### src/nfc_pkg.sv
package nfc_pkg;

  localparam int unsigned DataWidth = 64;
  localparam int unsigned ExpWidth  = 13;
  localparam int unsigned PipeDepth = 4;

  typedef enum logic [2:0] {
    T_I8  = 3'd0,
    T_I16 = 3'd1,
    T_I32 = 3'd2,
    T_I64 = 3'd3,
    T_F32 = 3'd4,
    T_F64 = 3'd5
  } type_e;

  typedef enum logic {
    OP_CONVERT = 1'b0,
    OP_BSWAP   = 1'b1
  } op_e;

  typedef enum logic [1:0] {
    KIND_DIRECT   = 2'd0,
    KIND_TO_INT   = 2'd1,
    KIND_TO_FLOAT = 2'd2
  } kind_e;

  typedef logic signed [ExpWidth-1:0] exp_t;

  // operand as sign, magnitude and binary exponent of bit 0 (or of the top bit after normalize)
  typedef struct packed {
    kind_e                kind;
    logic                 neg;
    logic                 huge;
    logic                 dst_dbl;
    logic [1:0]           dst_w;
    logic [DataWidth-1:0] mant;
    exp_t                 exp;
    logic [DataWidth-1:0] direct;
  } op_t;

  typedef struct packed {
    kind_e                kind;
    logic                 neg;
    logic                 huge;
    logic                 dst_dbl;
    logic [1:0]           dst_w;
    logic [DataWidth-1:0] q;
    logic                 guard;
    logic                 sticky;
    logic [11:0]          eadj;
    logic [DataWidth-1:0] direct;
  } aligned_t;

  function automatic logic [DataWidth-1:0] type_mask(logic [2:0] code);
    logic [DataWidth-1:0] m;
    case (code)
      T_I8:          m = 64'h0000_0000_0000_00FF;
      T_I16:         m = 64'h0000_0000_0000_FFFF;
      T_I32, T_F32:  m = 64'h0000_0000_FFFF_FFFF;
      T_I64, T_F64:  m = 64'hFFFF_FFFF_FFFF_FFFF;
      default:       m = '0;
    endcase
    return m;
  endfunction

endpackage

### src/nfc_unpack.sv
module nfc_unpack
  import nfc_pkg::*;
(
  input  logic        clk_i,
  input  logic        rst_ni,
  input  logic        valid_i,
  input  logic        opcode_i,
  input  logic [2:0]  src_type_i,
  input  logic [2:0]  dst_type_i,
  input  logic [63:0] source_value_i,
  output logic        valid_o,
  output op_t         op_o
);

  logic        valid_q;
  op_t         op_d, op_q;
  logic [63:0] v, sx, imag, frac, bswap;
  logic [10:0] ef;
  logic        fneg, special, src_ok, dst_ok, src_int, dst_int, dst_dbl;
  type_e       st, dt;

  assign st = type_e'(src_type_i);
  assign dt = type_e'(dst_type_i);
  assign src_ok  = (src_type_i inside {[T_I8:T_F64]});
  assign dst_ok  = (dst_type_i inside {[T_I8:T_F64]});
  assign src_int = (src_type_i inside {[T_I8:T_I64]});
  assign dst_int = (dst_type_i inside {[T_I8:T_I64]});
  assign dst_dbl = (dt == T_F64);
  assign v = source_value_i & type_mask(src_type_i);

  always_comb begin
    case (st)
      T_I8:    sx = {{56{v[7]}}, v[7:0]};
      T_I16:   sx = {{48{v[15]}}, v[15:0]};
      T_I32:   sx = {{32{v[31]}}, v[31:0]};
      default: sx = v;
    endcase
    imag = sx[63] ? (~sx + 64'd1) : sx;
    case (st)
      T_I16:        bswap = {48'b0, v[7:0], v[15:8]};
      T_I32, T_F32: bswap = {32'b0, v[7:0], v[15:8], v[23:16], v[31:24]};
      T_I64, T_F64: bswap = {v[7:0], v[15:8], v[23:16], v[31:24],
                             v[39:32], v[47:40], v[55:48], v[63:56]};
      default:      bswap = v;
    endcase
    if (st == T_F64) begin
      fneg    = v[63];
      ef      = v[62:52];
      frac    = {12'b0, v[51:0]};
      special = (ef == 11'h7FF);
    end else begin
      fneg    = v[31];
      ef      = {3'b0, v[30:23]};
      frac    = {41'b0, v[22:0]};
      special = (ef == 11'h0FF);
    end
  end

  always_comb begin
    op_d         = '0;
    op_d.kind    = KIND_DIRECT;
    op_d.dst_dbl = dst_dbl;
    op_d.dst_w   = dst_type_i[1:0];
    op_d.direct  = '0;
    if (!src_ok) begin
      op_d.direct = '0;
    end else if (opcode_i == OP_BSWAP) begin
      op_d.direct = bswap;
    end else if (!dst_ok) begin
      op_d.direct = '0;
    end else if (src_int) begin
      op_d.neg  = sx[63];
      op_d.mant = imag;
      op_d.exp  = '0;
      if (dst_int) begin
        op_d.direct = sx & type_mask(dst_type_i);
      end else if (imag == '0) begin
        op_d.direct = '0;
      end else begin
        op_d.kind = KIND_TO_FLOAT;
      end
    end else begin
      op_d.neg = fneg;
      if (ef == '0) begin
        op_d.mant = frac;
        op_d.exp  = (st == T_F64) ? -13'sd1074 : -13'sd149;
      end else begin
        op_d.mant = (st == T_F64) ? (frac | (64'd1 << 52)) : (frac | (64'd1 << 23));
        op_d.exp  = $signed({2'b00, ef}) - ((st == T_F64) ? 13'sd1075 : 13'sd150);
      end
      op_d.huge = special;
      if (dst_int) begin
        // NaN and zero give zero; infinity saturates later
        if ((special && frac != '0) || (!special && op_d.mant == '0)) begin
          op_d.direct = '0;
        end else begin
          op_d.kind = KIND_TO_INT;
        end
      end else if (dt == st) begin
        op_d.direct = v;
      end else if (dst_dbl) begin
        if (special) begin
          op_d.direct = {fneg, 11'h7FF, 52'b0} |
                        ((frac != '0) ? ((64'd1 << 51) | (frac << 29)) : 64'd0);
        end else if (op_d.mant == '0) begin
          op_d.direct = {fneg, 63'b0};
        end else begin
          op_d.kind = KIND_TO_FLOAT;
        end
      end else begin
        if (special) begin
          op_d.direct = {32'b0, fneg, 8'hFF, 23'b0} |
                        ((frac != '0) ? (64'h0040_0000 | (frac >> 29)) : 64'd0);
        end else if (op_d.mant == '0) begin
          op_d.direct = {32'b0, fneg, 31'b0};
        end else begin
          op_d.kind = KIND_TO_FLOAT;
        end
      end
    end
  end

  always_ff @(posedge clk_i or negedge rst_ni) begin
    if (!rst_ni) begin
      valid_q <= 1'b0;
    end else begin
      valid_q <= valid_i;
    end
  end

  always_ff @(posedge clk_i) begin
    op_q <= op_d;
  end

  assign valid_o = valid_q;
  assign op_o    = op_q;

endmodule

### src/nfc_normalize.sv
module nfc_normalize
  import nfc_pkg::*;
(
  input  logic clk_i,
  input  logic rst_ni,
  input  logic valid_i,
  input  op_t  op_i,
  output logic valid_o,
  output op_t  op_o
);

  logic       valid_q;
  op_t        op_d, op_q;
  logic [5:0] top;

  // find the leading one
  always_comb begin
    top = '0;
    for (int i = 0; i < DataWidth; i++) begin
      if (op_i.mant[i]) top = 6'(i);
    end
  end

  always_comb begin
    op_d      = op_i;
    op_d.mant = op_i.mant << (6'd63 - top);
    op_d.exp  = op_i.exp + $signed({7'b0, top});
  end

  always_ff @(posedge clk_i or negedge rst_ni) begin
    if (!rst_ni) begin
      valid_q <= 1'b0;
    end else begin
      valid_q <= valid_i;
    end
  end

  always_ff @(posedge clk_i) begin
    op_q <= op_d;
  end

  assign valid_o = valid_q;
  assign op_o    = op_q;

endmodule

### src/nfc_align.sv
module nfc_align
  import nfc_pkg::*;
(
  input  logic     clk_i,
  input  logic     rst_ni,
  input  logic     valid_i,
  input  op_t      op_i,
  output logic     valid_o,
  output aligned_t al_o
);

  logic               valid_q;
  aligned_t           al_d, al_q;
  exp_t               biased;
  logic signed [13:0] keep, sft;
  logic [6:0]         amt;
  logic [127:0]       sh;

  always_comb begin
    biased = op_i.exp + (op_i.dst_dbl ? 13'sd1023 : 13'sd127);
    keep   = '0;
    al_d          = '0;
    al_d.kind     = op_i.kind;
    al_d.neg      = op_i.neg;
    al_d.huge     = op_i.huge;
    al_d.dst_dbl  = op_i.dst_dbl;
    al_d.dst_w    = op_i.dst_w;
    al_d.direct   = op_i.direct;
    if (op_i.kind == KIND_TO_INT) begin
      // truncate: shift the integer part down to bit 0
      if (op_i.exp >= 13'sd64) al_d.huge = 1'b1;
      sft = (op_i.exp < 0) ? 14'sd127 : (14'sd63 - 14'(op_i.exp));
    end else begin
      // keep p bits when normal, fewer when subnormal
      if (biased > 0) begin
        keep      = op_i.dst_dbl ? 14'sd53 : 14'sd24;
        al_d.eadj = 12'(biased - 13'sd1);
      end else begin
        keep = (op_i.dst_dbl ? 14'sd52 : 14'sd23) + 14'(biased);
      end
      sft = 14'sd64 - keep;
    end
    amt = (sft > 14'sd127) ? 7'd127 : (sft < 0) ? 7'd0 : sft[6:0];
    sh  = {op_i.mant, 64'b0} >> amt;
    al_d.q      = sh[127:64];
    al_d.guard  = sh[63];
    al_d.sticky = |sh[62:0];
  end

  always_ff @(posedge clk_i or negedge rst_ni) begin
    if (!rst_ni) begin
      valid_q <= 1'b0;
    end else begin
      valid_q <= valid_i;
    end
  end

  always_ff @(posedge clk_i) begin
    al_q <= al_d;
  end

  assign valid_o = valid_q;
  assign al_o    = al_q;

endmodule

### src/nfc_pack.sv
module nfc_pack
  import nfc_pkg::*;
(
  input  logic        clk_i,
  input  logic        rst_ni,
  input  logic        valid_i,
  input  aligned_t    al_i,
  output logic        valid_o,
  output logic [63:0] result_o
);

  logic        valid_q;
  logic [63:0] res_d, res_q;
  logic [63:0] lim, mask, mag, qr, packed_v, emax_sh, sbit;
  logic        rnd;

  always_comb begin
    case (al_i.dst_w)
      2'd0:    begin lim = 64'd1 << 7;  mask = 64'hFF;        end
      2'd1:    begin lim = 64'd1 << 15; mask = 64'hFFFF;      end
      2'd2:    begin lim = 64'd1 << 31; mask = 64'hFFFF_FFFF; end
      default: begin lim = 64'd1 << 63; mask = '1;            end
    endcase
    // saturate, then apply the sign
    if (al_i.neg) begin
      mag = (al_i.huge || al_i.q > lim) ? lim : al_i.q;
      mag = (~mag + 64'd1) & mask;
    end else begin
      mag = (al_i.huge || al_i.q > lim - 64'd1) ? (lim - 64'd1) : al_i.q;
      mag = mag & mask;
    end
    // round to nearest even; a carry out of the fraction bumps the exponent
    rnd      = al_i.guard & (al_i.sticky | al_i.q[0]);
    qr       = al_i.q + {63'b0, rnd};
    packed_v = ({52'b0, al_i.eadj} << (al_i.dst_dbl ? 52 : 23)) + qr;
    emax_sh  = al_i.dst_dbl ? (64'h7FF << 52) : (64'hFF << 23);
    sbit     = {63'b0, al_i.neg} << (al_i.dst_dbl ? 63 : 31);
    case (al_i.kind)
      KIND_TO_INT:   res_d = mag;
      KIND_TO_FLOAT: res_d = sbit | ((packed_v >= emax_sh) ? emax_sh : packed_v);
      default:       res_d = al_i.direct;
    endcase
  end

  always_ff @(posedge clk_i or negedge rst_ni) begin
    if (!rst_ni) begin
      valid_q <= 1'b0;
    end else begin
      valid_q <= valid_i;
    end
  end

  always_ff @(posedge clk_i) begin
    res_q <= res_d;
  end

  assign valid_o  = valid_q;
  assign result_o = res_q;

endmodule

### src/numeric_format_converter_unit.sv
// Numeric format converter: signed 8/16/32/64-bit integers, IEEE single and
// IEEE double, plus a byte reverse at the source width.
//
// Command channel: drive opcode_i, src_type_i, dst_type_i and source_value_i
// with start_i high; the transaction is taken at the rising edge where start_i
// is high and busy is low. busy is tied low: the unit takes a transaction
// every cycle.
// Result channel: result_value_o is shown for exactly one cycle with
// result_valid_o high, after the unpack, normalize, align and pack registers,
// in issue order.
// The receiver cannot stall; no result is held or dropped.
// Throughput is one transaction per cycle; the pipe has four register stages:
// unpack, normalize (leading-one search and left shift), align (the rounding
// or truncation right shift), pack (round increment, saturation, exponent
// overflow to infinity).
// Reset (rst_ni low, asynchronous) clears the stage valid bits, so any
// transaction in flight is dropped and no strobe follows it.
module numeric_format_converter_unit
  import nfc_pkg::*;
(
  input  logic        clk_i,
  input  logic        rst_ni,
  input  logic        start_i,
  output logic        busy,
  input  logic        opcode_i,
  input  logic [2:0]  src_type_i,
  input  logic [2:0]  dst_type_i,
  input  logic [63:0] source_value_i,
  output logic        result_valid_o,
  output logic [63:0] result_value_o
);

  logic     accept;
  logic     v1, v2, v3;
  op_t      op1, op2;
  aligned_t al3;

  // never stalls: each stage advances every cycle
  assign busy   = 1'b0;
  assign accept = start_i & ~busy;

  // split the operand into sign, magnitude and exponent; settle trivial cases
  nfc_unpack u_unpack (
    .clk_i          (clk_i),
    .rst_ni         (rst_ni),
    .valid_i        (accept),
    .opcode_i       (opcode_i),
    .src_type_i     (src_type_i),
    .dst_type_i     (dst_type_i),
    .source_value_i (source_value_i),
    .valid_o        (v1),
    .op_o           (op1)
  );

  // move the leading one to bit 63
  nfc_normalize u_norm (
    .clk_i   (clk_i),
    .rst_ni  (rst_ni),
    .valid_i (v1),
    .op_i    (op1),
    .valid_o (v2),
    .op_o    (op2)
  );

  // shift into place for the destination; collect guard and sticky
  nfc_align u_align (
    .clk_i   (clk_i),
    .rst_ni  (rst_ni),
    .valid_i (v2),
    .op_i    (op2),
    .valid_o (v3),
    .al_o    (al3)
  );

  // round or saturate, drive the result register
  nfc_pack u_pack (
    .clk_i    (clk_i),
    .rst_ni   (rst_ni),
    .valid_i  (v3),
    .al_i     (al3),
    .valid_o  (result_valid_o),
    .result_o (result_value_o)
  );

endmodule

### config.mk
export PLATFORM = sky130hd
export DESIGN_NAME = numeric_format_converter_unit
export DESIGN_NICKNAME = d
export VERILOG_FILES = /design/src/nfc_pkg.sv /design/src/nfc_unpack.sv /design/src/nfc_normalize.sv /design/src/nfc_align.sv /design/src/nfc_pack.sv /design/src/numeric_format_converter_unit.sv
export SDC_FILE = /design/constraint.sdc
export NUM_CORES = 2
export LEC_CHECK = 0
export BUFFER_PORTS_ARGS = -buffer_cell sky130_fd_sc_hd__buf_4
export CAP_MARGIN = 20
export CORE_MARGIN = 1
export CORE_UTILIZATION = 30
export CTS_CLUSTER_SIZE = 30
export DETAILED_ROUTE_END_ITERATION = 12
export PLACE_DENSITY = 0.46
export SLEW_MARGIN = 10
export SYNTH_ARGS = -nofsm -noshare
export SYNTH_HDL_FRONTEND = slang
export SYNTH_SLANG_ARGS = --single-unit
export TNS_END_PERCENT = 10
### constraint.sdc
create_clock -name clk_i -period 16.87 [get_ports clk_i]
set_clock_uncertainty 0.2 [all_clocks]
set_input_delay 0.8435 -clock clk_i [delete_from_list [all_inputs] [get_ports clk_i]]
set_output_delay 0.8435 -clock clk_i [all_outputs]
set_load 0.01 [all_outputs]
==> impl_metrics.py <==
metrics = {
    "synthesis": {
        "synth-seq-area-share": 0.260,
        "yosysTopAreaCell": "dfxtp_1",
        "synth_ff_type": "dfxtp_1",
        "ys_ff_latch": 513,
        "yosysMostFrequentCell": "nor2_1",
        "synthTopCellsByArea": "dfxtp_1, mux2i_1, a21oi_1",
        "synth-edff-count": 0,
        "synthArstFlopShare": 0.00780,
        "ys_types": 116,
        "yosysWarnings": 0,
        "avgSynthCellArea_um2": 7.39,
        "synth_area_mm2": 0.0396,
        "netlist_instances": 5353,
        "synth_top_area_frac": 0.258,
        "netlist_top_cells_count": "nor2_1, dfxtp_1, a21oi_1",
    },
    "layout": {
        "drive_gt1_frac": 0.0953,
        "syn2layout_area_growth_pct": 10.8,
        "nets": 5421,
    },
    "clock_network": {
        "htreeDepth": 2,
        "cts_tree": "built",
        "cts_inserted_buffers": 57,
        "clock_sinks": 513,
        "clk-insertion-delay-late_ns": 0.68,
        "clk_pin_slew_ns": 0.06,
        "clock_path_buffers": 3,
        "root_buffer": "clkbuf_16",
    },
    "routing": {
        "drtIter0Drc": 5867,
        "drt_pass1_iterations": 7,
        "routed_wl_um": 203000,
        "via_count": 43700,
        "ant_nets": 0,
        "drc": 0,
        "avgViaCountPerCell": 6.23,
        "wl_per_cell_um": 29.0,
    },
    "timing": {
        "hold_viol": 0,
        "setup_viol": 0,
        "tightest_slew_ns": 1.20,
        "period_share": 0.538,
        "timing.fmax_ghz": 0.110,
        "grt_setup_unrepaired": "false",
        "slew-limit-headroom": 0.193,
        "fin_ws_ns": 7.79,
        "slew_viol_final": 0,
        "min_period_ns": 9.08,
        "finalSetupTns_ns": 0,
    },
    "critical_path": {
        "crit_fanout": 32,
        "crit_type": "reg2reg",
        "crit_family": "simple AND/OR/NAND/NOR gates",
        "max_stage_delay_ns": 0.84,
        "crit_buf_inv": 1,
        "cp-end-kind": "flop",
        "critPathRequiredTime_ns": 17.27,
        "cpMaxStageDelayCell": "nor2_1",
        "arrival_ns": 9.48,
        "startpoint_type": "flop",
    },
    "global_routing": {
        "grt_max_degree": 72,
        "overflow": 0,
        "grt_pass1_vias": 40700,
        "grt_pass1_wl_um": 293000,
        "antenna_found_initial": 16,
        "grtUsageTotal": 0.294,
    },
    "status": {
        "status": "complete, no violations",
    },
    "pwr": {
        "comb_power_share": 0.598,
        "p_int_w": 0.00359,
        "switchingPower_w": 0.00407,
        "pwr-share-clk": 0.165,
        "power.share.switching": 0.531,
        "ir_drop_uv": 98.2,
        "p_seq_frac": 0.237,
        "power.leakage_nw": 17.0,
        "power.density_mw_per_mm2": 175,
    },
    "placed_design": {
        "io_buffers": 138,
        "dp_slack_ns": 7.93,
        "gp_congestion": 1.03,
        "dp_hpwl_um": 152000,
    },
    "floorplanning": {
        "core_mm2": 0.130,
        "die-area_mm2": 0.133,
        "die_w_um": 365,
        "ios": 140,
        "start_util": 0.304,
        "die_y_um": 365,
        "core.rowCount": 132,
    },
    "flow_run": {
        "drv_cap": 0,
    },
    "hold_path": {
        "min_path_type": "reg2reg",
    },
}
per-layer routing:
layer / vias up / GRT usage / share of wire
met1: 21000 / 0.403 / 0.43
met2: 2544 / 0.438 / 0.42
met4: 8 / 0.133 / 0.049
li1: 19600 / - / -
met3: 453 / 0.0622 / 0.10
met5: - / 0 / 0.00028
layout make-up:
type,count,area [um^2]
Multi-Input combinational cell,4299,27200
Tap cell,1742,2180
Timing Repair Buffer,239,1790
Clock buffer,73,1580
Antenna cell,6,15.0
Inverter,102,383
Clock inverter,33,355
Fill cell,14200,86300
Sequential cell,513,10300
what timing repair did:
item,in CTS,in global routing
setup buffers,0,0
resized for setup,0,0
hold buffers,1,0
hold endpoints to repair,4,0
power groups by stage:
stage                     sequential [W]  combinational, W  clock [W]
after floorplan                  0.00157           0.00302          0
after global placement           0.00182           0.00443          0
after detailed placement         0.00182           0.00440          0
after CTS                        0.00179           0.00442    0.00129
after global routing             0.00183           0.00483    0.00134
final                            0.00182           0.00458    0.00126
worst paths after layout:
check / slack (ns) / startpoint / cells past startpoint / endpoint
max: 7.79 / u_align.al_o[78] / 30 / u_pack.result_o[52]
min: 0.10 / u_unpack.op_o[47] / 0 / u_norm.op_o[47]
max reg2reg: 7.79 / u_align.al_o[78] / 30 / u_pack.result_o[52]
min reg2reg: 0.10 / u_unpack.op_o[47] / 0 / u_norm.op_o[47]
max in group asynchronous: 16.03 / rst_ni / 2 / u_norm.valid_o
min in group asynchronous: 0.34 / rst_ni / 2 / u_align.valid_o
state kept, by name, summed over array words and instances (netlist names):
signal / cells
u_align.al_o: 149
u_align.valid_o: 1
u_norm.op_o: 148
u_norm.valid_o: 1
u_pack.result_o: 64
u_pack.valid_o: 1
u_unpack.op_o: 148
u_unpack.valid_o: 1
per-stage QoR:
step / area (um^2) / hold slack [ns] / instances / total power, W / util
3_5_place_dp: 41900 / 0.112 / 6893 / 0.00622 / 0.322
2_1_floorplan: 39600 / 0.110 / 5356 / 0.00458 / -
3_3_place_gp: 41900 / 0.110 / 6890 / 0.00625 / 0.322
6_report: 43800 / 0.100 / 7007 / 0.00766 / 0.337
4_1_cts: 43800 / 0.0618 / 7000 / 0.00751 / 0.337
5_1_grt: 43800 / 0.0787 / 7006 / 0.00800 / 0.337
layout by cell type (no fill, tap or decap), drive strengths merged, types with 53 or more instances in the layout:
cell type | Yosys | layout
a211oi | 92 | 92
a21o | 71 | 71
a21oi | 493 | 493
a31oi | 76 | 76
and2 | 67 | 67
buf | 110 | 238
clkbuf | 332 | 73
dfxtp | 509 | 509
ha | 133 | 133
inv | 97 | 106
mux2 | 61 | 61
mux2i | 255 | 255
nand2 | 472 | 472
nand3 | 122 | 122
nand4 | 60 | 60
nor2 | 618 | 618
nor2b | 60 | 60
nor3 | 178 | 178
nor4 | 80 | 80
o21ai | 409 | 409
o221ai | 59 | 59
o22ai | 95 | 95
o31ai | 53 | 53
xnor2 | 91 | 91
kinds of logic (layout without fill, tap and decap cells):
group,after synthesis,in the layout,share of synthesized area
muxes,316,316,0.0820
other,1,10,0.0000948
adders and majority gates,136,136,0.0433
buffers and inverters,544,447,0.0560
DFF,513,513,0.260
AOI/OAI and AO/OA,1812,1812,0.301
xor gates and xnor gates,141,141,0.0316
and+or+nand+nor,1890,1890,0.226
worst register-to-register path: cells and delay by family (launching register included):
family,cells,cell delay [ns]
AND/OR/NAND/NOR,12,4.06
AO/OA/AOI/OAI,13,3.20
adder cells (fa/ha/maj),3,0.74
flip-flops,1,0.38
buffers and inverters,1,0.25
XOR/XNOR,1,0.18
No activity file was read; power rests on OpenSTA's default activity.
